==> src/hw/rtl/assert_macros.svh <==
// Assertion macros used by the PID controller top level.
`ifndef ASSERT_MACROS_SVH
`define ASSERT_MACROS_SVH

// Clocked assertion that an active-low reset disables.
`define ASSERT_CLK(label, clk, rst_n, prop, msg) \
    label: assert property (@(posedge clk) disable iff (!rst_n) prop) else $error(msg);

// Clocked assertion that also holds during reset.
`define ASSERT_ALWAYS(label, clk, prop, msg) \
    label: assert property (@(posedge clk) prop) else $error(msg);

`endif

==> src/hw/rtl/pidm_pkg.sv <==
// Package with the constants, codes and saturation helpers of the PID block.
package pidm_pkg;

    localparam int FRAC_BITS_DEF    = 16;
    localparam int DECAY_FACTOR_DEF = 65470;
    localparam int DECAY_SHIFT      = 16;
    localparam int DIV_STEPS        = 64;
    localparam int PADDR_W          = 5;

    localparam logic [1:0] OP_PLAIN  = 2'd0;
    localparam logic [1:0] OP_AW     = 2'd1;
    localparam logic [1:0] OP_MANUAL = 2'd2;
    localparam logic [1:0] OP_UNUSED = 2'd3;

    localparam logic [2:0] REG_SETPOINT = 3'd0;
    localparam logic [2:0] REG_GAIN_P   = 3'd1;
    localparam logic [2:0] REG_GAIN_I   = 3'd2;
    localparam logic [2:0] REG_GAIN_D   = 3'd3;
    localparam logic [2:0] REG_OUT_LOW  = 3'd4;
    localparam logic [2:0] REG_OUT_HIGH = 3'd5;
    localparam logic [2:0] REG_FB_SCALE = 3'd6;
    localparam logic [2:0] REG_MODE     = 3'd7;

    localparam logic signed [63:0] S32_MAX = 64'sd2147483647;
    localparam logic signed [63:0] S32_MIN = -64'sd2147483648;

    // Saturate a wide signed value to 32 bits.
    function automatic logic signed [31:0] sat64(input logic signed [63:0] v);
        logic signed [31:0] r;
        if (v > S32_MAX) begin
            r = 32'sh7fffffff;
        end else if (v < S32_MIN) begin
            r = 32'sh80000000;
        end else begin
            r = v[31:0];
        end
        return r;
    endfunction

    // Clamp to the output limits; the low limit is tested first.
    function automatic logic signed [31:0] clamp64(input logic signed [63:0] v,
                                                   input logic signed [31:0] lo,
                                                   input logic signed [31:0] hi);
        logic signed [31:0] r;
        if (v < 64'(lo)) begin
            r = lo;
        end else if (v > 64'(hi)) begin
            r = hi;
        end else begin
            r = v[31:0];
        end
        return r;
    endfunction

endpackage

==> src/hw/rtl/pidm_mul.sv <==
// Shared 32 by 32 signed multiplier with a registered 64-bit product.
module pidm_mul
    import pidm_pkg::*;
(
    input  logic               i_clk,
    input  logic signed [31:0] i_a,
    input  logic signed [31:0] i_b,
    output logic signed [63:0] o_prod
);

    logic signed [63:0] r_prod;

    always_ff @(posedge i_clk) begin
        r_prod <= 64'(i_a) * 64'(i_b);
    end

    assign o_prod = r_prod;

endmodule

==> config.mk <==
export PLATFORM = sky130hd
export DESIGN_NAME = pidm_mul
export DESIGN_NICKNAME = d
export VERILOG_FILES = /design/src/hw/rtl/assert_macros.svh /design/src/hw/rtl/pidm_pkg.sv /design/src/hw/rtl/pidm_mul.sv
export SDC_FILE = /design/constraint.sdc
export NUM_CORES = 2
export LEC_CHECK = 0
export ABC_CLOCK_PERIOD_IN_PS = 19200
export BUFFER_PORTS_ARGS = -buffer_cell sky130_fd_sc_hd__buf_4
export CORE_MARGIN = 2
export CORE_UTILIZATION = 30
export CTS_CLUSTER_SIZE = 20
export DETAILED_ROUTE_END_ITERATION = 16
export GPL_TIMING_DRIVEN = 1
export REMOVE_ABC_BUFFERS = 1
export SETUP_SLACK_MARGIN = 0.05
export SLEW_MARGIN = 20
export SYNTH_ARGS = -nofsm -noshare
export SYNTH_HDL_FRONTEND = slang
export SYNTH_SLANG_ARGS = --single-unit
==> constraint.sdc <==
create_clock -name i_clk -period 19.2 [get_ports i_clk]
set_clock_uncertainty 0.15 [all_clocks]
set_input_delay 0.96 -clock i_clk [delete_from_list [all_inputs] [get_ports i_clk]]
set_output_delay 0.96 -clock i_clk [all_outputs]
set_load 0.1 [all_outputs]
After elaboration in Yosys (flattened, before gate mapping)

Cells that the tools add are included.

Register bits after elaboration: 64
Input bits: 65
Output and inout port bits: 64
Logic and storage cells: 2

Multiply operators: 1

Operator list:

| cell             | count |
|---|---|
| $mul A32 B32 Y64 | 1 |

Depth between registers and ports, before layout

Depth in word-level cells: 1
Gate-level depth with buffers: 28
Gate-level depth less buffers: 27

Worst setup path before layout

OpenSTA, ideal clock, no wires.

Path type: input -> register
Start: input i_b[2]
End: register r_prod[62] (netlist: o_prod[62])
Setup time: 72 ps
Arrival: 8149 ps
Required time: 18978 ps
Setup slack: 10829 ps
Cell stages on the path: 24
Path buffers: 1
Cells stage by stage: clkbuf_1 -> nand2_1 -> inv_1 -> fa_1 -> fa_1 -> fa_1 -> fa_1 -> inv_1 -> fa_1 -> inv_1 -> fa_1 -> inv_1 -> fa_1 -> inv_1 -> fa_1 -> ha_1 -> and3_1 -> nand2_1 -> or3_1 -> o22a_1 -> o211ai_1 -> a31oi_1 -> o31ai_1 -> xor2_1

Longest elaborated chain between the ends: 1

RTL lines:

| item                 | RTL line       | RTL |
|---|---|---|
| start, declared      | pidm_mul.sv:7  | `input logic signed [31:0] i_b,` |
| $mul A32 B32 Y64     | pidm_mul.sv:14 | `r_prod <= 64'(i_a) * 64'(i_b);` |
| end signal, assigned | pidm_mul.sv:14 |  |
| end, declared        | pidm_mul.sv:11 | `logic signed [63:0] r_prod;` |

Every way passes these cells.

Final worst setup path

Start: input i_b[5]
End: register r_prod[62] (netlist: o_prod[62])

Same word-level chain as after synthesis.

==> summary.txt <==
Die
  • Die ar.: 0.127 mm²
  • Chip Width: 356 µm
  • Initial core utilization: 0.302
  • Core ar.: 0.123 mm²
  • # rows: 129
  • Die Y: 356 µm
  • Top Ports: 129

Timing
  • Setup TNS: 0 ns
  • Tightest Pin Transition: 0.914 ns
  • Slew headroom: 0.391
  • Tcrit/Tclk final: 0.480
  • Final Hold Vio Count: 0
  • Unrepaired setup endpoints after global routing: false
  • Slew Limit Fails: 0
  • Max Freq: 109 MHz
  • Final setup viols: 0
  • Min cycle time layout: 9.21 ns

Setup path
  • Element type at the critical path start: input pin
  • Worst path slowest cell: fa_1
  • Crit. Startpoint: i_b[5]
  • Kind of critical path: in -> reg
  • CP dominant cell by count: fa_1
  • Crit-path leading delay family: adder cells
  • Worst path buffer plus inverter count: 8
  • Crit path largest cell delay: 0.91 ns
  • Arr. time, crit path: 9.40 ns
  • CP required: 19.39 ns
  • Crit end category: flip-flop
  • Max FO, Critical Path: 32

Yosys
  • Synth area leader: fa_1
  • FFs w/ async S/R, synth: 0
  • Top post-synthesis cells by area: fa_1 (58%), inv_1 (9.6%), and2_1 (8.7%)
  • Seq cells post-synth: 64
  • Post-synth top area share: 0.582
  • Sequential area share after synthesis: 0.0344
  • Most frequent cells after synthesis: fa_1 (1082), inv_1 (952), and2_1 (516)
  • Post-synth EDFFs: 0
  • Post-synthesis area per instance: 9.59 µm²
  • Most used DFF post-synth: dfxtp_1
  • Cell variety after synth: 63
  • Mapped Area: 0.0372 mm²
  • Cell with the most instances after synthesis: fa_1
  • Synth warn: 0
  • Post-synthesis cell count: 3884

Clock network
  • Setup bufs post-CTS: 0
  • CTS Sinks: 64
  • Clock-pin slew on the worst setup and hold paths: 0.06 ns
  • CTS tree: yes
  • Num CTS Buffers: 9
  • H-tree depth: 3
  • Post-CTS Resized: 0
  • Cts hold-fix bufs: 0
  • Clock Tree Buf Depth: 2
  • CTS root buffer: clkbuf_16

Routing
  • Antenna-violating nets left: 0
  • DR WL/cell: 19.3 µm
  • Violation count after the first detailed-routing iteration: 1658
  • Drt drc: 0
  • Routed vias/inst: 4.68
  • 1st-pass router iterations: 5
  • Final wirelength: 105 mm
  • Vias: 25622

Final layout
  • Final #Nets: 5161
  • Layout area overhead: 6.96%
  • Share of cells above drive strength 1: 0.0454
  • FILL cells: 12767
  • Area occupied by multi-input gates: 0.0316 mm²
  • Area taken by flip-flops and latches: 0.00128 mm²
  • Max reg flops: 64

Placed design
  • GPL Wtd Cong: 0.880
  • DP HPWL: 84.7 mm
  • I/O Buffers: 128

Global routing
  • Remaining Overflow, GRT: 0
  • First-pass GRT wire length: 169 mm
  • GRT Total Usage: 0.175
  • Vias in the first global route: 28779
  • Largest net degree at the start of global routing: 33
  • Initial antenna violation count: 5

Outcome
  • Status: finished clean

Job
  • Max-Cap Viols: 0

Min path
  • HP Class: in -> reg
  • Source of the worst hold timing path: i_a[0]
[cell usage in the layout (no fill, tap or decap), drive strengths merged, types with 2 or more instances in the layout]
master	count
clkinv	4
and2	516
inv	953
a21o	25
o21bai	15
xnor2	53
xor2	22
o211ai	3
and4	4
a2111oi	2
nor3	7
o21a	4
or3	5
nand2	511
nand3	15
a21boi	3
a31oi	13
dfxtp	64
a21oi	68
nand2b	9
ha	184
nor2b	3
nor4	2
clkbuf	10
buf	135
and3	9
o31a	2
fa	1082
nand3b	2
o31ai	7
o21ai	31
nor2	42
a211oi	8
nand4	7
o22a	2
[per-stage QoR]
step           hold slack (ns)   util  worst slack (ns)  area, µm²  std cells
2_1_floorplan            0.932      -             11.06      36500       3684
3_3_place_gp              1.31  0.320              9.74      39500       5456
3_5_place_dp              1.31  0.320              9.65      39500       5456
4_1_cts                  0.867  0.323             10.05      39800       5472
5_1_grt                  0.908  0.323              9.48      39800       5472
6_report                 0.917  0.323              9.99      39800       5473
[final cells by class]
| cell class | instances | area share |
|---|---|---|
| antenna | 1 | 0.0000628 |
| tap | 1637 | 0.0514 |
| multi-input combinational | 2668 | 0.794 |
| sequential | 64 | 0.0322 |
| clock inverter | 6 | 0.00110 |
| clock buffer | 10 | 0.00600 |
| inverter | 952 | 0.0897 |
| timing repair buffer | 135 | 0.0254 |
[logic make-up after synthesis]
group | share of synthesized area
compound gates | 0.0346
buf+inv | 0.116
simple gates | 0.154
flops | 0.0344
xor+xnor | 0.0176
fa+ha+maj | 0.643
[routing by layer]
layer  vias up  wire (µm)  global-route usage
li1      10943          -                   -
met1     13636      43400               0.231
met2       859      52300               0.299
met3       180       6750              0.0269
met4         4       2930              0.0456
met5         -         27                   0
[worst paths after layout]
path,cells after the start,end,slack [ns]
worst min-delay path,2,o_prod[0],0.92
worst max-delay path,25,o_prod[62],9.99
Power is left out: the tool's default activity adds up to more than one toggle a clock period on the data nets, which glitch-free logic cannot reach.
