[config.mk]
export PLATFORM = sky130hd
export DESIGN_NAME = pidm_div
export DESIGN_NICKNAME = d
export VERILOG_FILES = /design/src/hw/rtl/assert_macros.svh /design/src/hw/rtl/pidm_pkg.sv /design/src/hw/rtl/pidm_div.sv
export SDC_FILE = /design/constraint.sdc
export NUM_CORES = 1
export LEC_CHECK = 0
export BUFFER_PORTS_ARGS = -buffer_cell sky130_fd_sc_hd__buf_2
export CORE_MARGIN = 2
export CORE_UTILIZATION = 40
export DETAILED_ROUTE_END_ITERATION = 10
export GPL_TIMING_DRIVEN = 0
export MAX_ROUTING_LAYER = met4
export PLACE_DENSITY = 0.68
export SYNTH_ARGS = -nofsm -noshare
export SYNTH_HDL_FRONTEND = slang
export SYNTH_SLANG_ARGS = --single-unit
[constraint.sdc]
create_clock -name i_clk -period 6.7 [get_ports i_clk]
set_input_delay 1.005 -clock i_clk [delete_from_list [all_inputs] [get_ports i_clk]]
set_output_delay 1.005 -clock i_clk [all_outputs]
set_load 0.02 [all_outputs]
[src/hw/rtl/assert_macros.svh]
// Assertion macros used by the PID controller top level.
`ifndef ASSERT_MACROS_SVH
`define ASSERT_MACROS_SVH

// Clocked assertion that an active-low reset disables.
`define ASSERT_CLK(label, clk, rst_n, prop, msg) \
    label: assert property (@(posedge clk) disable iff (!rst_n) prop) else $error(msg);

// Clocked assertion that also holds during reset.
`define ASSERT_ALWAYS(label, clk, prop, msg) \
    label: assert property (@(posedge clk) prop) else $error(msg);

`endif

[src/hw/rtl/pidm_pkg.sv]
// Package with the constants, codes and saturation helpers of the PID block.
package pidm_pkg;

    localparam int FRAC_BITS_DEF    = 16;
    localparam int DECAY_FACTOR_DEF = 65470;
    localparam int DECAY_SHIFT      = 16;
    localparam int DIV_STEPS        = 64;
    localparam int PADDR_W          = 5;

    localparam logic [1:0] OP_PLAIN  = 2'd0;
    localparam logic [1:0] OP_AW     = 2'd1;
    localparam logic [1:0] OP_MANUAL = 2'd2;
    localparam logic [1:0] OP_UNUSED = 2'd3;

    localparam logic [2:0] REG_SETPOINT = 3'd0;
    localparam logic [2:0] REG_GAIN_P   = 3'd1;
    localparam logic [2:0] REG_GAIN_I   = 3'd2;
    localparam logic [2:0] REG_GAIN_D   = 3'd3;
    localparam logic [2:0] REG_OUT_LOW  = 3'd4;
    localparam logic [2:0] REG_OUT_HIGH = 3'd5;
    localparam logic [2:0] REG_FB_SCALE = 3'd6;
    localparam logic [2:0] REG_MODE     = 3'd7;

    localparam logic signed [63:0] S32_MAX = 64'sd2147483647;
    localparam logic signed [63:0] S32_MIN = -64'sd2147483648;

    // Saturate a wide signed value to 32 bits.
    function automatic logic signed [31:0] sat64(input logic signed [63:0] v);
        logic signed [31:0] r;
        if (v > S32_MAX) begin
            r = 32'sh7fffffff;
        end else if (v < S32_MIN) begin
            r = 32'sh80000000;
        end else begin
            r = v[31:0];
        end
        return r;
    endfunction

    // Clamp to the output limits; the low limit is tested first.
    function automatic logic signed [31:0] clamp64(input logic signed [63:0] v,
                                                   input logic signed [31:0] lo,
                                                   input logic signed [31:0] hi);
        logic signed [31:0] r;
        if (v < 64'(lo)) begin
            r = lo;
        end else if (v > 64'(hi)) begin
            r = hi;
        end else begin
            r = v[31:0];
        end
        return r;
    endfunction

endpackage

[src/hw/rtl/pidm_div.sv]
// Bit-serial signed divider of a 64-bit dividend by a 31-bit period.
module pidm_div
    import pidm_pkg::*;
(
    input  logic               i_clk,
    input  logic               i_rst_n,
    input  logic               i_start,
    input  logic signed [63:0] i_dividend,
    input  logic [30:0]        i_divisor,
    output logic               o_done,
    output logic signed [31:0] o_quot
);

    localparam int          CNT_W    = $clog2(DIV_STEPS);
    localparam logic [CNT_W-1:0] CNT_LAST = CNT_W'(DIV_STEPS - 1);

    logic             r_busy;
    logic             r_done;
    logic [CNT_W-1:0] r_cnt;
    logic [31:0]      r_rem;
    logic [63:0]      r_quo;
    logic [30:0]      r_dvs;
    logic             r_neg;

    logic [31:0] rem_sh;
    logic        ge;
    logic [63:0] lim_neg;

    assign rem_sh  = {r_rem[30:0], r_quo[63]};
    assign ge      = rem_sh >= {1'b0, r_dvs};
    assign lim_neg = 64'h0000_0000_8000_0000;

    always_ff @(posedge i_clk) begin
        if (!i_rst_n) begin
            r_busy <= 1'b0;
            r_done <= 1'b0;
            r_cnt  <= '0;
        end else begin
            r_done <= 1'b0;
            if (i_start) begin
                r_busy <= 1'b1;
                r_cnt  <= '0;
                r_rem  <= '0;
                r_dvs  <= i_divisor;
                r_neg  <= i_dividend[63];
                r_quo  <= i_dividend[63] ? 64'(64'd0 - 64'(i_dividend)) : 64'(i_dividend);
            end else if (r_busy) begin
                r_rem <= ge ? rem_sh - {1'b0, r_dvs} : rem_sh;
                r_quo <= {r_quo[62:0], ge};
                r_cnt <= r_cnt + 1'b1;
                if (r_cnt == CNT_LAST) begin
                    r_busy <= 1'b0;
                    r_done <= 1'b1;
                end
            end
        end
    end

    always_comb begin
        if (r_neg) begin
            o_quot = (r_quo > lim_neg) ? 32'sh80000000 : 32'(32'd0 - r_quo[31:0]);
        end else begin
            o_quot = (r_quo > 64'h0000_0000_7fff_ffff) ? 32'sh7fffffff : r_quo[31:0];
        end
    end

    assign o_done = r_done;

endmodule

### After elaboration in Yosys (flattened, before gate mapping)

Index checks and enable logic that the tools add are counted.

| operators by class | value |
|---|---|
| $add $sub $neg | 4 |
| $mul | 0 |
| div/mod/pow operators | 0 |
| magnitude comparators | 3 |
| equality and inequality tests | 1 |
| shift operators | 0 |
| mux-type cells | 12 |
| bitwise operators | 2 |
| reduce and logical (&&, ||, !) cells | 5 |

Operator list:

| kind | count |
|---|---|
| two-way mux 64 bit | 3 |
| two-way mux 32 bit | 3 |
| greater-than comparator 64 x 31 -> 1 bit, second input constant | 1 |
| greater-than comparator 64 x 32 -> 1 bit, second input constant | 1 |
| subtractor 1 x 64 -> 64 bit, first input constant | 1 |
| two-way mux 31 bit | 2 |
| >= comparator 32 x 31 -> 1 bit | 1 |
| subtractor 1 x 32 -> 32 bit, first input constant | 1 |
| subtractor 31 bit | 1 |
| adder 6 x 1 -> 6 bit, second input constant | 1 |
| == test 6 bit, second input constant | 1 |
| two-way mux 1 bit | 4 |
| AND reduction 2 bit | 2 |
| OR reduction 3 bit | 1 |
| NOT 1 bit | 2 |
| nonzero test 2 bit | 1 |
| OR reduction 2 bit | 1 |

| word-level totals | value |
|---|---|
| flip-flop bits (word level) | 135 |
| bits in latches | 0 |
| RAM bits | 0 |
| bits in read-only memories | 0 |
| input port bits | 98 |
| output and inout port bits | 33 |
| word-level logic and storage cells | 34 |
| memories kept | 0 |

### Longest topological paths before layout

| logic depth | value |
|---|---|
| word-level depth | 4 |
| mapped depth | 13 |
| mapped depth without buffers | 11 |

### Worst setup path before layout

No wires, ideal clock.

| path | value |
|---|---|
| path type | flip-flop to output port |
| start | register r_quo[1] |
| end | output port o_quot[10] |
| arrival time | 3.538 ns |
| required time | 5.695 ns |
| setup slack | 2.157 ns |
| stages on the path, launching flop included | 10 |
| path buffers | 1 |
| path through | edfxtp_1 > inv_1 > ha_1 > or3b_2 > or3_1 > or4_1 > o21ai_1 > nand3_1 > clkbuf_1 > o311ai_0 |

| between the ends | value |
|---|---|
| word-level cells in the longest chain between the ends | 3 |
| elaborated cells on any way between the ends | 6 |
| those cells by class | 1 x add/sub; 2 x order compare; 3 x mux |

Ends and longest elaborated chain:

| element | RTL line | source |
|---|---|---|
| start, declared | pidm_div.sv:21 | `logic [63:0] r_quo;` |
| start signal, assigned | pidm_div.sv:46 | `r_quo <= i_dividend[63] ? 64'(64'd0 - 64'(i_dividend)) : 64'(i_dividend);` |
| start signal, assigned | pidm_div.sv:49 | `r_quo <= {r_quo[62:0], ge};` |
| greater-than comparator 64 x 31 -> 1 bit, or another cell as far along | pidm_div.sv:63 | `o_quot = (r_quo > 64'h0000_0000_7fff_ffff) ? 32'sh7fffffff : r_quo[31:0];` |
| two-way mux 32 bit (on tied branches) | pidm_div.sv:63, pidm_div.sv:61 |  |
| two-way mux 32 bit (*) | pidm_div.sv:60 | `if (r_neg) begin` |
| end, declared | pidm_div.sv:11 | `output logic signed [31:0] o_quot` |

Every way passes the cells marked *; elsewhere a longest branch is shown, timed or not.

### Worst setup path in the final report

| path | value |
|---|---|
| start | register r_quo[0] |
| end | output port o_quot[28] |

The elaborated chain is that of the path after synthesis.

==> flow_summary.yaml <==
status:
  status: "finished clean"
cts:
  clkLatencyLatePin_ns: 0.43
  holdBufCountCts: 0
  cts_tree: "yes"
  cts.sinks: 135
  path_clk_slew_ns: 0.06
  cts.htree.levels: 4
  postCtsSetupRepairBufs: 0
  numCtsBuffers: 17
  cts_buffer_depth: 2
  cts_root_buffer: "clkbuf_16"
  cts_resized: 0
synthesis:
  synth_edf_count: 127
  async_flop_share_pct: 0
  synth_top_area_cell: "edfxtp_1"
  yosysUniqueCellTypes: 65
  ys_ff_latch: 135
  yosys_most_used_dff: "edfxtp_1"
  ys_seq_area_share_pct: 41.0
  avgSynthCellArea_um2: 8.87
  synth_area_leaders: "edfxtp_1 39%, a21oi_1 5.8%, xor2_1 5.4%, ha_1 4.4%, nor2_1 4.2%"
  synthCells: 1094
  postSynthNetCount: 1227
  yosys.area.top_type_share_pct: 39.3
  yosysWarnings: 0
  syn_area_um2: 9700
placement:
  dpl.cell_count: 1544
  place_hpwl_mm: 20.9
  placed_area_um2: 10800
  place.gp.congestion: 0.930
  numPortBuffers: 130
sta:
  grt_setup_unrepaired: "false"
  fin_worst_skew_ns: 0.0153
  final_hold_viol_count: 0
  slew_violations: 0
  fmax_mhz: 188
  tns_ns: 0
  max_slew_margin_pct: 42.6
  fin_crit_sh_pct: 79.4
  min_period_ns: 5.32
  setup_viol: 0
  tightest_slew_ns: 0.861
finish:
  areaGrowthSynthToFinish_pct: 17.0
  final_cell_count_no_fill: 1579
  fillCellCount: 2300
  fin_nets: 1377
  drive_gt1_share_pct: 15.7
  stdcell_area_um2: 11400
  layout_common_cells: "130 x buf_2, 127 x edfxtp_1, 112 x a21oi_1"
  final_common_cell: "buf_2"
floorplan:
  die_h_um: 160
  pin_count: 131
  start_util_pct: 41.1
  dieArea_um2: 25500
  fp-row-count: 56
  dieWidth_um: 160
  core_area_um2: 23600
hold_path:
  min_path_type: "flop to flop"
flow_run:
  drv_cap: 0
drt:
  vias_per_cell: 5.77
  drt_iter0_markers: 953
  routed_wl_mm: 28.2
  drcViolationCount: 0
  highest_layer: "met4"
  route.met3.wl_mm: 2.16
  detail-route-antenna-nets: 0
  avgRoutedWirePerCell_um: 17.9
  vias: 9115
  dr.pass1.iters: 5
  wl_met1_mm: 12.6
  wl_met2_mm: 12.8
power:
  p_leak_nw: 4.25
  p_per_area_nw_per_um2: 228
  max-vdd-ir-drop_v: 0.000205
setup_path:
  ff2ff_setup_slack_ns: 2.87
  startpoint_type: "flop"
  critical_path.endpoint_type: "primary output"
  cp_slowest_stage_delay_ns: 0.65
  critPathMaxFanout: 10
  cp_top_family: "simple AND/OR/NAND/NOR gates"
  cp_num_buf_inv: 3
  crit_path_top_delay_cell: "or4_1"
  worst-setup-path-type: "flop to primary output"
  worstPathArrival_ns: 4.32
  crit_required_ns: 5.69
  path_cells: "inv_1, ha_1, or3b_2, or3_1, or4_1, o21ai_1, nand3_1, clkbuf_1, o311ai_0, buf_2"
global_route:
  grt_use_total_pct: 22.5
  grt_pass1_wl_mm: 44.9
  grt_overflow_total: 0
  grt_pass1_vias: 8467
  antenna_found_initial: 2
  grt_max_degree: 63
-- routing by layer --
metal  GRT usage [%]  vias up
met3            3.64       47
met1            30.8     4295
met2            34.3      411
met4            7.11        0
met5               -        -
li1                -     4362
-- synthesized netlist by cell type, drive strengths merged, types with 4 or more instances --
master	count
clkbuf	53
nor4	23
nand3	30
nand2	108
a21oi	112
nor2	109
ha	34
o31ai	21
o41ai	10
a211oi	12
o211ai	5
a21o	13
or2	6
edfxtp	127
or3	24
and3	10
a21boi	4
nand2b	11
and2	4
xnor2	25
nand4	17
o21a	13
inv	54
a31oi	6
o21ai	63
nor2b	9
or4	17
nor3	23
o311ai	19
o21bai	5
mux2	15
buf	5
xor2	60
mux2i	4
dfxtp	8
-- worst paths after layout --
check | from | endpoint | cells after the start
setup reg to reg | r_quo[63] | r_rem[11] | 12
hold reg to reg | r_cnt[5] | r_cnt[5] | 2
setup / recovery | r_quo[0] | o_quot[28] | 10
hold / removal | r_cnt[5] | r_cnt[5] | 2
-- logic make-up (layout without fill, tap and decap cells) --
kind of cell             Yosys count  after routing  share of synthesized area (%)
flip-flops                       135            135                           41.0
XOR/XNOR                          85             85                           7.67
AND/OR/NAND/NOR                  404            404                           20.5
other                              0              3                              0
AO/OA/AOI/OAI                    303            303                           19.8
buffers and inverters            113            276                           4.37
multiplexers                      19             19                           2.15
adder cells (fa/ha/maj)           35             35                           4.59
-- per-stage QoR --
step | util (%) | worst slack, ns | hold slack, ns | total power [W]
after detailed placement | 45.7 | 1.82 | 0.480 | 0.00169
after floorplan | - | 2.16 | 0.459 | 0.00150
after CTS | 48.1 | 1.35 | 0.492 | 0.00259
after global placement | 45.5 | 0.837 | 0.475 | 0.00169
final | 48.1 | 1.38 | 0.496 | 0.00259
after global routing | 48.1 | 0.942 | 0.534 | 0.00271
-- power breakdown --
group / switching, W / internal [W]
Clock: 0.000384 / 0.000511
Combinational: 0.000395 / 0.000239
Sequential: 0.0000458 / 0.00101
-- layout make-up --
| cell class | instances | area, um2 | area share [%] |
|---|---|---|---|
| diodes | 3 | 7.51 | 0.0661 |
| plain buffers | 58 | 218 | 1.92 |
| clock buffers | 18 | 429 | 3.78 |
| clock inverters | 14 | 129 | 1.14 |
| inverters | 55 | 206 | 1.82 |
| multi-input cells | 846 | 5310 | 46.8 |
| flip-flops and latches | 135 | 3970 | 35.0 |
| well taps | 319 | 399 | 3.52 |
| repair buffers | 131 | 678 | 5.97 |
-- worst register-to-register path, cell delays in order (launching register included) --
cell and delay (ns):
edfxtp_1 0.42, inv_1 0.06, ha_1 0.22, fa_1 0.38, nand2b_1 0.19, a21oi_1 0.30, o211ai_1 0.21, nand4b_1 0.22
o21ai_0 0.18, nand2_1 0.12, clkbuf_1 0.48, buf_1 0.57, a211oi_1 0.19
-- registers in the layout, indices dropped and copies added, names as in the netlist --
signal	cells
r_quo	64
r_dvs	31
r_busy	1
r_neg	1
o_done	1
r_cnt	6
r_rem	31
(Power assumes the default switching activity.)
